## config.mk

```make
export PLATFORM = sky130hd
export DESIGN_NAME = hq_ctrl
export DESIGN_NICKNAME = d
export VERILOG_FILES = /design/src/rtl/hq_pkg.sv /design/src/rtl/hq_ctrl.sv
export SDC_FILE = /design/constraint.sdc
export NUM_CORES = 1
export LEC_CHECK = 0
export BUFFER_PORTS_ARGS = -buffer_cell sky130_fd_sc_hd__clkbuf_2
export CORE_AREA = 2 2 39 41
export CTS_CLUSTER_SIZE = 24
export DETAILED_ROUTE_END_ITERATION = 8
export DIE_AREA = 0 0 41 43
export HOLD_SLACK_MARGIN = 0.15
export SLEW_MARGIN = 20
export SYNTH_ARGS = -nofsm -noshare
export SYNTH_HDL_FRONTEND = slang
export SYNTH_SLANG_ARGS = --single-unit
```

## constraint.sdc

```tcl
create_clock -name clk -period 4.35 [get_ports clk]
set_input_delay 1.305 -clock clk [delete_from_list [all_inputs] [get_ports clk]]
set_output_delay 1.305 -clock clk [all_outputs]
set_load 0.02 [all_outputs]
```

## src/rtl/hq_pkg.sv

```systemverilog
package hq_pkg;

	// Fixed widths of the channel fields
	localparam int KEY_PORT_W = 32;
	localparam int COUNT_W    = 11;

	typedef enum logic {
		OP_INSERT = 1'b0,
		OP_POP    = 1'b1
	} hq_op_t;

	typedef enum logic [1:0] {
		ST_OK    = 2'd0,
		ST_EMPTY = 2'd1,
		ST_FULL  = 2'd2
	} hq_status_t;

	typedef struct packed {
		hq_op_t                  cmd;
		logic [KEY_PORT_W-1:0]   value;
	} hq_req_t;

	typedef struct packed {
		logic [KEY_PORT_W-1:0]   popped_value;
		logic [KEY_PORT_W-1:0]   min_value;
		logic [COUNT_W-1:0]      count;
		logic                    is_empty;
		hq_status_t              status;
	} hq_rsp_t;

	// Datapath operation issued by the controller each cycle
	typedef enum logic [3:0] {
		DP_NOP,
		DP_START,
		DP_PUT,
		DP_UP_READ,
		DP_UP_STEP,
		DP_POP_READ,
		DP_POP_TAKE,
		DP_DN_READ,
		DP_DN_STEP,
		DP_ROOT_READ,
		DP_LOAD_RES
	} hq_dp_op_t;

	// Datapath flags seen by the controller
	typedef struct packed {
		logic refuse;     // word at the input cannot be served
		logic pop;        // word at the input is a pop
		logic at_root;    // sift position is the root
		logic leaf;       // sift position has no children
		logic up_move;    // carried key is below its parent
		logic down_move;  // a child is below the carried key
	} hq_sts_t;

endpackage

```

## src/rtl/hq_ctrl.sv

```systemverilog
module hq_ctrl
	import hq_pkg::*;
(
	input  logic      clk,
	input  logic      arst_n,
	input  logic      req_valid,
	output logic      req_ready,
	output logic      rsp_valid,
	input  logic      rsp_ready,
	input  hq_sts_t   sts,
	output hq_dp_op_t op
);

	typedef enum logic [3:0] {
		S_IDLE,
		S_UP_CHK,
		S_UP_CMP,
		S_POP_RD,
		S_POP_TAKE,
		S_DN_CHK,
		S_DN_CMP,
		S_ROOT_RD,
		S_RESULT
	} state_t;

	state_t state_q, state_d;
	logic   rsp_valid_q;
	logic   load_res;

	assign req_ready = (state_q == S_IDLE);
	assign rsp_valid = rsp_valid_q;
	assign load_res  = (state_q == S_RESULT) && (!rsp_valid_q || rsp_ready);

	always_comb begin
		op      = DP_NOP;
		state_d = state_q;
		unique case (state_q)
			S_IDLE: begin
				if (req_valid) begin
					op = DP_START;
					priority if (sts.refuse) state_d = S_ROOT_RD;
					else if (sts.pop)        state_d = S_POP_RD;
					else                     state_d = S_UP_CHK;
				end
			end
			S_UP_CHK: begin
				if (sts.at_root) begin
					op      = DP_PUT;
					state_d = S_ROOT_RD;
				end else begin
					op      = DP_UP_READ;
					state_d = S_UP_CMP;
				end
			end
			S_UP_CMP: begin
				if (sts.up_move) begin
					op      = DP_UP_STEP;
					state_d = S_UP_CHK;
				end else begin
					op      = DP_PUT;
					state_d = S_ROOT_RD;
				end
			end
			S_POP_RD: begin
				op      = DP_POP_READ;
				state_d = S_POP_TAKE;
			end
			S_POP_TAKE: begin
				op      = DP_POP_TAKE;
				state_d = S_DN_CHK;
			end
			S_DN_CHK: begin
				if (sts.leaf) begin
					op      = DP_PUT;
					state_d = S_ROOT_RD;
				end else begin
					op      = DP_DN_READ;
					state_d = S_DN_CMP;
				end
			end
			S_DN_CMP: begin
				if (sts.down_move) begin
					op      = DP_DN_STEP;
					state_d = S_DN_CHK;
				end else begin
					op      = DP_PUT;
					state_d = S_ROOT_RD;
				end
			end
			S_ROOT_RD: begin
				op      = DP_ROOT_READ;
				state_d = S_RESULT;
			end
			S_RESULT: begin
				if (load_res) begin
					op      = DP_LOAD_RES;
					state_d = S_IDLE;
				end
			end
			default: state_d = S_IDLE;
		endcase
	end

	always_ff @(posedge clk or negedge arst_n) begin
		if (!arst_n) begin
			state_q     <= S_IDLE;
			rsp_valid_q <= 1'b0;
		end else begin
			state_q <= state_d;
			if (load_res)
				rsp_valid_q <= 1'b1;
			else if (rsp_ready)
				rsp_valid_q <= 1'b0;
		end
	end

endmodule

```

# After elaboration in Yosys (flattened, before gate mapping)
# Index checks and enable logic that the tools add are counted.
[totals]
wordCells = 36
reg_bits = 5
inputBits = 10
[op_classes]
n_eq_ne = 10
n_reduce_logical = 6
muxes = 18
[op_table]
columns = ["cell", "count"]
rows = [
  ["$pmux 4 s9", 2],
  ["$eq 4x3->1 const B", 4],
  ["$mux 4", 4],
  ["$mux 3", 5],
  ["$eq 4x2->1 const B", 2],
  ["$mux 1", 5],
  ["$eq 4x1->1 const B", 1],
  ["$eq 4x4->1 const B", 1],
  ["$logic_not 4->1", 1],
  ["$mux 2", 2],
  ["$ne 2x2->1 const B", 2],
  ["$reduce_and 2->1", 1],
  ["$reduce_bool 2->1", 1],
  ["$logic_and 1x1->1", 1],
  ["$logic_not 1->1", 1],
  ["$logic_or 1x1->1", 1],
]

# Logic depth before layout (Yosys ltp)
# Gate-level depths: netlist of run 1.
[logic_depth]
depth_word = 5
depth_mapped = 5

# Worst setup path after synthesis of run 1
# No wires, ideal clock.
[synth_path]
path_kind = "input-to-output"
startpoint = "input sts[1] (netlist bit)"
endpoint = "output op[1]"
t_arrival_ns = 2.028
cell_stages = 3
slack_ns = 1.017
cell_sequence = "nor4b_1 > a221oi_1 > o21ai_1"
[synth_via]
elab_chain_len = 2
[synth_rtl]
columns = ["element", "line_no", "source"]
rows = [
  ["start, declared", "hq_ctrl.sv:10", "input hq_sts_t sts,"],
  ["$mux 3", "hq_ctrl.sv:56", "if (sts.up_move) begin"],
  ["$pmux 4 s9", "hq_ctrl.sv:37", "unique case (state_q)"],
  ["end, declared", "hq_ctrl.sv:11", "output hq_dp_op_t op"],
]
# Every way passes these cells.

# Worst setup path in the final report of run 1
# Same ends and word-level chain as after synthesis.

==> results_tabular.tex, run 1 <==
\begin{tabular}{lr}
\hline
Metric & Value \\
\hline
\multicolumn{2}{l}{\textbf{Synthesis}} \\
\quad Sequential-to-total area share from yosys stat & 30.40\% \\
\quad Average instance area after synthesis & just over 8 um\^{}2 \\
\quad Post-Synthesis Cells & 50 \\
\quad Mapped Nets & 60 \\
\quad Top-area cell type share of the netlist area & between 30\% and 40\% \\
\quad Cell area after technology mapping & 411.6 um\^{}2 \\
\quad Number of storage elements in the synthesis netlist & 5 \\
\quad Number of distinct library cell variants in the gate-level netlist after synthesis & 29 \\
\quad Top cell type by total area after synthesis & dfrtp\_1 \\
\quad Largest cells by area after synthesis & dfrtp\_1, a21oi\_1, nand2\_1, a311oi\_1, o21ai\_0 \\
\quad Count of synthesis-stage warnings from yosys & 0 \\
\multicolumn{2}{l}{\textbf{Clocking}} \\
\quad Resized cells post-CTS & 0 \\
\quad TritonCTS Buffers & 3 \\
\quad Count of buffers added by post-CTS timing repair for setup & 0 \\
\quad Clk\_lat worst skew & 240 ps \\
\quad Clock tree from TritonCTS & done \\
\quad Cts-stage hold buffer count & 0 \\
\quad TritonCTS Sinks & 5 \\
\quad Clock H-tree levels & 1 \\
\quad Clk buf depth & 2 \\
\quad Clk slew on worst S/H paths & 40 ps \\
\quad Clk root buf & clkbuf\_4 \\
\multicolumn{2}{l}{\textbf{Run}} \\
\quad Number of maximum-capacitance constraint violations & 0 \\
\multicolumn{2}{l}{\textbf{Cells and area}} \\
\quad Layout area overhead & 21.58\% \\
\quad Post-layout net count & 75 \\
\quad Layout cell share with drive strength beyond 1 & 32.81\% \\
\quad Final cell count without fillers & 80 \\
\quad Diodes inserted & 0 \\
\multicolumn{2}{l}{\textbf{STA}} \\
\quad Period Utilization, post-route & 79.81\% \\
\quad Setup Total Neg Slack & 0 ps \\
\quad Final max-slew violation count & 0 \\
\quad Highest clock rate & just under 0.3 GHz \\
\quad Period minus WS final & 3472 ps \\
\quad Fin Clk Skew & 1.721 ps \\
\quad Max\_slew headroom & about 70\% \\
\quad Final setup violation count & 0 \\
\quad Worst slew pin tran & 477.2 ps \\
\quad Unrepaired setup endpoints after global routing & false \\
\quad Fin. Hold Viols & 0 \\
\multicolumn{2}{l}{\textbf{Drt}} \\
\quad Post-detailed-route wirelength per cell & 11.33 um \\
\quad DRC viols & 0 \\
\quad Detailed-router iteration count before antenna repair & 4 \\
\quad Post-detailed-route via-to-cell ratio & approximately 5.2 \\
\quad Total vias in the final route & 418 \\
\quad Antenna viol nets, final & 0 \\
\quad Detailed router's first-iteration violation count & 1 \\
\quad Total wire length & roughly 910 um \\
\multicolumn{2}{l}{\textbf{Placed design}} \\
\quad Placed wire-length estimate after detailed placement & 664.5 um \\
\quad Routability congestion estimate & a little over 0.7 \\
\quad Port Buf Inserts & 15 \\
\quad Cell count after placement & 76 \\
\multicolumn{2}{l}{\textbf{GRT}} \\
\quad Total global routing track utilization & 13.32\% \\
\quad Number of antenna violations at the first check in global routing & 0 \\
\quad Via count of the first global-routing pass & roughly 430 \\
\quad Pin count of the biggest net entering global routing & 19 \\
\quad Global-route wire length before repair & 1.614 mm \\
\quad Total global routing overflow & 0 \\
\multicolumn{2}{l}{\textbf{Critical path}} \\
\quad Launching element type of the critical path & input port \\
\quad Data arrival, critical path & about 2200 ps \\
\quad Delay of the slowest critical-path stage & between 300 and 400 ps \\
\quad Cell chain of the critical path & clkbuf\_2 > nor4b\_1 > a221oi\_1 > o21ai\_1 > clkbuf\_2 \\
\quad Critical path type & input port to primary output \\
\quad Top cell by count, worst path & clkbuf\_2 \\
\quad Standard cell with the maximum stage delay on the critical path & nor4b\_1 \\
\quad Register-to-Register Setup Slack & between 2000 and 3000 ps \\
\quad Type of destination of the critical path & primary output \\
\quad WP data required & 3040 ps \\
\quad CP Max Fanout & 3 \\
\multicolumn{2}{l}{\textbf{Power}} \\
\quad Peak ir drop on the vdd network & around 270 uV \\
\quad Cell leakage power & approximately 0.23 nW \\
\quad Pwr/cell area & about 750 mW/mm\^{}2 \\
\multicolumn{2}{l}{\textbf{Floorplan}} \\
\quad Die boundary width & 41 um \\
\quad Core Area & around 0.0014 mm\^{}2 \\
\quad Total I/O pin count & 16 \\
\quad Die boundary height & 43 um \\
\quad Total die area & 0.001763 mm\^{}2 \\
\quad Initial Util & between 20\% and 30\% \\
\quad FP Rows & 14 \\
\multicolumn{2}{l}{\textbf{Run status}} \\
\quad Result of the run & completed \\
\multicolumn{2}{l}{\textbf{Min path}} \\
\quad Class of the worst hold path & flip-flop to flip-flop \\
\hline
\end{tabular}
[path summary, 6_finish.rpt]
kind / start / endpoint / cells after the start
worst max-delay path: sts[1] / op[1] / 5
worst min-delay path: state_q[3] / state_q[2] / 1
worst max register to register: state_q[0] / state_q[1] / 3
worst min register to register: state_q[3] / state_q[2] / 1
max in group asynchronous: arst_n / state_q[2] / 1
min in group asynchronous: arst_n / state_q[3] / 1
[report_power, final]
group	leakage [nW]	switching (mW)	internal, mW
clock network	0.0150	0.0171	0.0346
registers	0.0620	0.0635	0.0663
logic	0.155	0.107	0.0877
total	0.232	0.188	0.189
[cells in the mapped netlist (all sizes together)]
| library cell | n |
|---|---|
| and3b | 1 |
| clkbuf | 1 |
| o32ai | 1 |
| dfrtp | 5 |
| or3b | 1 |
| nand3 | 1 |
| nand2 | 5 |
| or3 | 1 |
| nor4 | 2 |
| inv | 1 |
| a221oi | 1 |
| buf | 4 |
| or2b | 1 |
| or4b | 1 |
| o21bai | 2 |
| nor3b | 1 |
| o31ai | 1 |
| nor3 | 1 |
| nor4b | 1 |
| o21ai | 4 |
| nor2b | 2 |
| nand3b | 1 |
| a311oi | 2 |
| a21oi | 5 |
| nor2 | 3 |
| nand2b | 1 |
[cell usage in the layout (no fill, tap or decap), types with 2 or more instances in the layout]
cell / Yosys / final
clkbuf_2: 0 / 15
a21oi_1: 5 / 5
nand2_1: 5 / 5
dfrtp_1: 5 / 5
o21ai_0: 3 / 3
nor2_1: 3 / 3
clkbuf_4: 0 / 3
nor4_1: 2 / 2
nor2b_1: 2 / 2
o21bai_1: 2 / 2
a311oi_1: 2 / 2
[cells by family (layout without fill, tap and decap cells)]
| logic type | after synthesis | count (layout) | share of synthesized area [%] |
|---|---|---|---|
| buffers and inverters | 6 | 20 | 8.813 |
| flip-flops | 5 | 5 | 30.40 |
| AND/OR/NAND/NOR | 23 | 23 | 35.87 |
| AO/OA/AOI/OAI | 16 | 16 | 24.92 |
[layout make-up]
cell class	count	area [um^2]
timing repair buffer	15	75.07
multi-input combinational	39	250.2
inverter	1	3.754
tap	16	20.02
clock buffer	4	26.28
fill	153	883.3
sequential	5	125.1
[registers in the layout (all words and copies together) (netlist names)]
name / count
state_q: 4
rsp_valid: 1
[worst max-delay path: cells and delay by family]
kind | cells | cell delay, ps
AO/OA/AOI/OAI | 2 | 240
buffers and inverters | 2 | 270
AND/OR/NAND/NOR | 1 | 350
[stage by stage]
step | cell area (um^2) | worst slack [ps] | hold WS [ps] | power (mW) | util, %
after detailed placement | 474.2 | 883.8 | 631.2 | 0.3271 | 34.27
after global placement | 474.2 | 924.6 | 632.1 | 0.3245 | 34.27
after floorplan | 411.6 | 1017 | 523.2 | 0.2847 | -
final | 500.5 | 878.5 | 625.3 | 0.3767 | 36.17
after global routing | 500.5 | 744.3 | 694.3 | 0.4199 | 36.17
after CTS | 500.5 | 876.8 | 641.2 | 0.3802 | 36.17
[per-layer routing]
layer / track usage, % / vias to the layer above / share of wire [%]
met5: 0 / - / 0
met4: 8.000 / 0 / 0
met3: 3.141 / 0 / 4.0
met2: 20.94 / 9 / 51
met1: 15.36 / 195 / 44
li1: - / 214 / -
Power figures use the tool's default switching activity.
==> inputs of run 2 (changes only) <==
ABC_AREA = 1   (was unset)
clock period = 3.14 ns   (was 4.35 ns; I/O delays follow)
==> results_tabular.tex, run 2 <==
\begin{tabular}{lr}
\hline
Metric & Value \\
\hline
\multicolumn{2}{l}{\textbf{Run status}} \\
\quad Result of the run & completed (unchanged) \\
\multicolumn{2}{l}{\textbf{Floorplan}} \\
\quad Total die area & 0.001763 mm\^{}2 (unchanged) \\
\quad FP Rows & 14 (unchanged) \\
\quad Die boundary height & 43 um (unchanged) \\
\quad Die boundary width & 41 um (unchanged) \\
\quad Total I/O pin count & 16 (unchanged) \\
\quad Core Area & 0.001384 mm\^{}2 (unchanged) \\
\quad Initial Util & 32.19\% (was 29.75\%) \\
\multicolumn{2}{l}{\textbf{Drt}} \\
\quad DRC viols & 0 (unchanged) \\
\quad Post-detailed-route via-to-cell ratio & 4.863 (was 5.225) \\
\quad Total vias in the final route & 496 (was 418) \\
\quad Post-detailed-route wirelength per cell & 9.500 um (was 11.33 um) \\
\quad Detailed-router iteration count before antenna repair & 4 (unchanged) \\
\quad Antenna viol nets, final & 0 (unchanged) \\
\quad Total wire length & 969 um (was 906 um) \\
\quad Detailed router's first-iteration violation count & 12 (was 1) \\
\multicolumn{2}{l}{\textbf{Cells and area}} \\
\quad Seq. cell area & 125.1 um\^{}2 (unchanged) \\
\quad Max FFs per register & 4 (unchanged) \\
\quad Commonest cells after routing, fill and taps aside & nand2\_1, clkbuf\_2, nand3\_1 (was clkbuf\_2, a21oi\_1, nand2\_1, dfrtp\_1) \\
\quad Multi-input gate area & 260.3 um\^{}2 (was 250.2 um\^{}2) \\
\quad Layout cell share with drive strength beyond 1 & 31.40\% (was 32.81\%) \\
\quad Most frequent standard cell in the layout excluding fill and tap cells & nand2\_1 (was clkbuf\_2) \\
\quad Filler Cells Inserted & 156 (was 153) \\
\quad Most flop-heavy register & state\_q (unchanged) \\
\quad Diodes inserted & 0 (unchanged) \\
\quad Layout area overhead & 24.72\% (was 21.58\%) \\
\quad Cell area after layout & 555.5 um\^{}2 (was 500.5 um\^{}2) \\
\quad Post-layout net count & 97 (was 75) \\
\multicolumn{2}{l}{\textbf{Synthesis}} \\
\quad Most frequent cells after synthesis & nand2\_1, nand3\_1, inv\_1 (was a21oi\_1, dfrtp\_1, nand2\_1) \\
\quad Post-synthesis share of cell area spent on full adders, half adders and majority gates & 0\% (unchanged) \\
\quad Main combinational cell family by area after synthesis & simple AND/OR/NAND/NOR gates (unchanged) \\
\quad Post-Synthesis Cells & 68 (was 50) \\
\quad Number of distinct library cell variants in the gate-level netlist after synthesis & 15 (was 29) \\
\quad Asr flop ratio synth & 100.0\% (unchanged) \\
\quad Top\_reg\_cell synth & dfrtp\_1 (unchanged) \\
\quad Area fraction in and, or, nand and nor cells after synthesis & 55.34\% (was 35.87\%) \\
\quad Number of flops mapped to enable cells by yosys & 0 (unchanged) \\
\quad Count of synthesis-stage warnings from yosys & 0 (unchanged) \\
\quad Mux cell area share after synthesis & 0\% (unchanged) \\
\quad Cell area after technology mapping & 445.4 um\^{}2 (was 411.6 um\^{}2) \\
\quad Top cell type by total area after synthesis & dfrtp\_1 (unchanged) \\
\quad Synthesized-area fraction occupied by ao, oa, aoi and oai cells & 3.090\% (was 24.92\%) \\
\quad Count leader, synth & nand2\_1 \\
\quad Largest cells by area after synthesis & dfrtp\_1, nand3\_1, nand2\_1, nor2\_4, inv\_1 (was dfrtp\_1, a21oi\_1, nand2\_1, a311oi\_1, o21ai\_0) \\
\quad Mapped Nets & 78 (was 60) \\
\quad Average instance area after synthesis & 6.550 um\^{}2 (was 8.233 um\^{}2) \\
\quad Sequential-to-total area share from yosys stat & 28.09\% (was 30.40\%) \\
\quad Fraction of synthesized cell area in xor and xnor cells & 0\% (unchanged) \\
\quad Number of storage elements in the synthesis netlist & 5 (unchanged) \\
\quad Top-area cell type share of the netlist area & 28.09\% (was 30.40\%) \\
\multicolumn{2}{l}{\textbf{Critical path}} \\
\quad Critical path type & input port to primary output (unchanged) \\
\quad CP Max Fanout & 3 (unchanged) \\
\quad Type of destination of the critical path & primary output (unchanged) \\
\quad Logic depth of the worst setup path including buffers & 7 (was 5) \\
\quad Data arrival, critical path & 1570 ps (was 2170 ps) \\
\quad Cell chain of the critical path & clkbuf\_2 > inv\_1 > nand3\_1 > nand2\_1 > nor2\_1 > nand3\_1 > clkbuf\_2 (was clkbuf\_2 > nor4b\_1 > a221oi\_1 > o21ai\_1 > clkbuf\_2) \\
\quad R2R depth & 6 (was 3) \\
\quad Launching element type of the critical path & input port (unchanged) \\
\quad Crit path from & sts[1] (unchanged) \\
\quad WP data required & 2200 ps (was 3040 ps) \\
\quad Crit path buf inv count & 3 (was 2) \\
\quad Delay of the slowest critical-path stage & 150 ps (was 350 ps) \\
\quad Standard cell with the maximum stage delay on the critical path & clkbuf\_2 (was nor4b\_1) \\
\quad Worst path top cell family by delay & simple AND/OR/NAND/NOR gates (unchanged) \\
\quad Worst reg2reg path startpoint & state\_q[0] (unchanged) \\
\multicolumn{2}{l}{\textbf{Min path}} \\
\quad Class of the worst hold path & input port to asynchronous set/reset pin (was flip-flop to flip-flop) \\
\multicolumn{2}{l}{\textbf{STA}} \\
\quad Period Utilization, post-route & around 80\% \\
\quad Fin. Hold Viols & 0 (unchanged) \\
\quad Final max-slew violation count & 0 (unchanged) \\
\quad Final setup violation count & 0 (unchanged) \\
\quad Fin Clk Skew & 4.519 ps (was 1.721 ps) \\
\quad Unrepaired setup endpoints after global routing & false (unchanged) \\
\quad Setup Total Neg Slack & 0 ps (unchanged) \\
\quad Period minus WS final & 2513 ps \\
\quad Highest clock rate & 0.3980 GHz \\
\quad Worst slew pin tran & 391.7 ps (was 477.2 ps) \\
\quad Max\_slew headroom & 73.89\% (was 68.19\%) \\
\multicolumn{2}{l}{\textbf{Placed design}} \\
\quad Post-Place Cell Area & 529.3 um\^{}2 (was 474.2 um\^{}2) \\
\quad Placed wire-length estimate after detailed placement & 807.6 um (was 664.5 um) \\
\quad Routability congestion estimate & 0.7935 (was 0.7059) \\
\quad Port Buf Inserts & 15 (unchanged) \\
\multicolumn{2}{l}{\textbf{GRT}} \\
\quad Global-route wire length before repair & 1.649 mm (was 1.614 mm) \\
\quad Total global routing overflow & 0 (unchanged) \\
\quad Pin count of the biggest net entering global routing & 10 (was 19) \\
\quad Total global routing track utilization & 14.00\% (was 13.32\%) \\
\quad Via count of the first global-routing pass & 412 (was 426) \\
\quad Number of antenna violations at the first check in global routing & 0 (unchanged) \\
\multicolumn{2}{l}{\textbf{Clocking}} \\
\quad Clock H-tree levels & 1 (unchanged) \\
\quad TritonCTS Sinks & 5 (unchanged) \\
\quad Clk slew on worst S/H paths & 40 ps (about the same) \\
\quad Clk buf depth & 2 (unchanged) \\
\quad Cts-stage hold buffer count & 0 (unchanged) \\
\quad Resized cells post-CTS & 0 (unchanged) \\
\quad Count of buffers added by post-CTS timing repair for setup & 0 (unchanged) \\
\quad Clock tree from TritonCTS & done (unchanged) \\
\quad TritonCTS Buffers & 3 (unchanged) \\
\quad Clk\_lat worst skew & 240 ps (about the same) \\
\quad Clk root buf & clkbuf\_4 (unchanged) \\
\multicolumn{2}{l}{\textbf{Power}} \\
\quad Peak ir drop on the vdd network & 482.9 uV (was 272.6 uV) \\
\quad Pwr/cell area & 1102 mW/mm\^{}2 (was 752.7 mW/mm\^{}2) \\
\quad Cell leakage power & 0.3239 nW (was 0.2324 nW) \\
\multicolumn{2}{l}{\textbf{Run}} \\
\quad Number of maximum-capacitance constraint violations & 0 (unchanged) \\
\hline
\end{tabular}
run 2: metal layers:
layer  vias up  routed length, um  track usage (%)  share of wire [%]
met1       231                419            19.48                 43
met4         0                  0            4.000                  0
met2        14                481            19.06                 50
met5         -                  0                0                  0
met3         0                 67            6.283                6.9
li1        251                  -                -                  -
run 2: final timing paths:
kind / to / slack, ps
worst max-delay path: op[1] / 630
worst min-delay path: state_q[2] / 510
worst max register to register: state_q[0] / 1880
worst min register to register: state_q[3] / 610
max in group asynchronous: state_q[3] / 2500
min in group clk: state_q[3] / 610
run 2: cell type report:
class                           count  share of cell area [%]
Timing Repair Buffer               15                   13.51
Tap cell                           16                   3.604
Multi-Input combinational cell     49                   46.85
Inverter                           13                   8.784
Sequential cell                     5                   22.52
Clock buffer                        4                   4.730
run 2: logic make-up after synthesis:
group | Yosys count
flops | 5
simple gates | 47
buf+inv | 14
compound gates | 2
run 2: through the flow:
stage / std cells / util (%) / setup slack (ps) / hold WS, ps / power [mW]
after global placement: 98 / 38.25 / 655.8 / 615.9 / 0.5443
after global routing: 102 / 40.14 / 466.0 / 505.3 / 0.6804
final: 102 / 40.14 / 627.2 / 505.8 / 0.6123
after CTS: 102 / 40.14 / 628.4 / 501.0 / 0.6208
after detailed placement: 98 / 38.25 / 629.7 / 617.5 / 0.5421
after floorplan: 68 / - / 806.2 / 646.4 / 0.4527
run 2: where the power goes:
group | internal (mW) | switching, mW | total [mW]
Clock | 0.0480 | 0.0248 | 0.0728
Sequential | 0.0916 | 0.0480 | 0.140
Combinational | 0.137 | 0.263 | 0.400
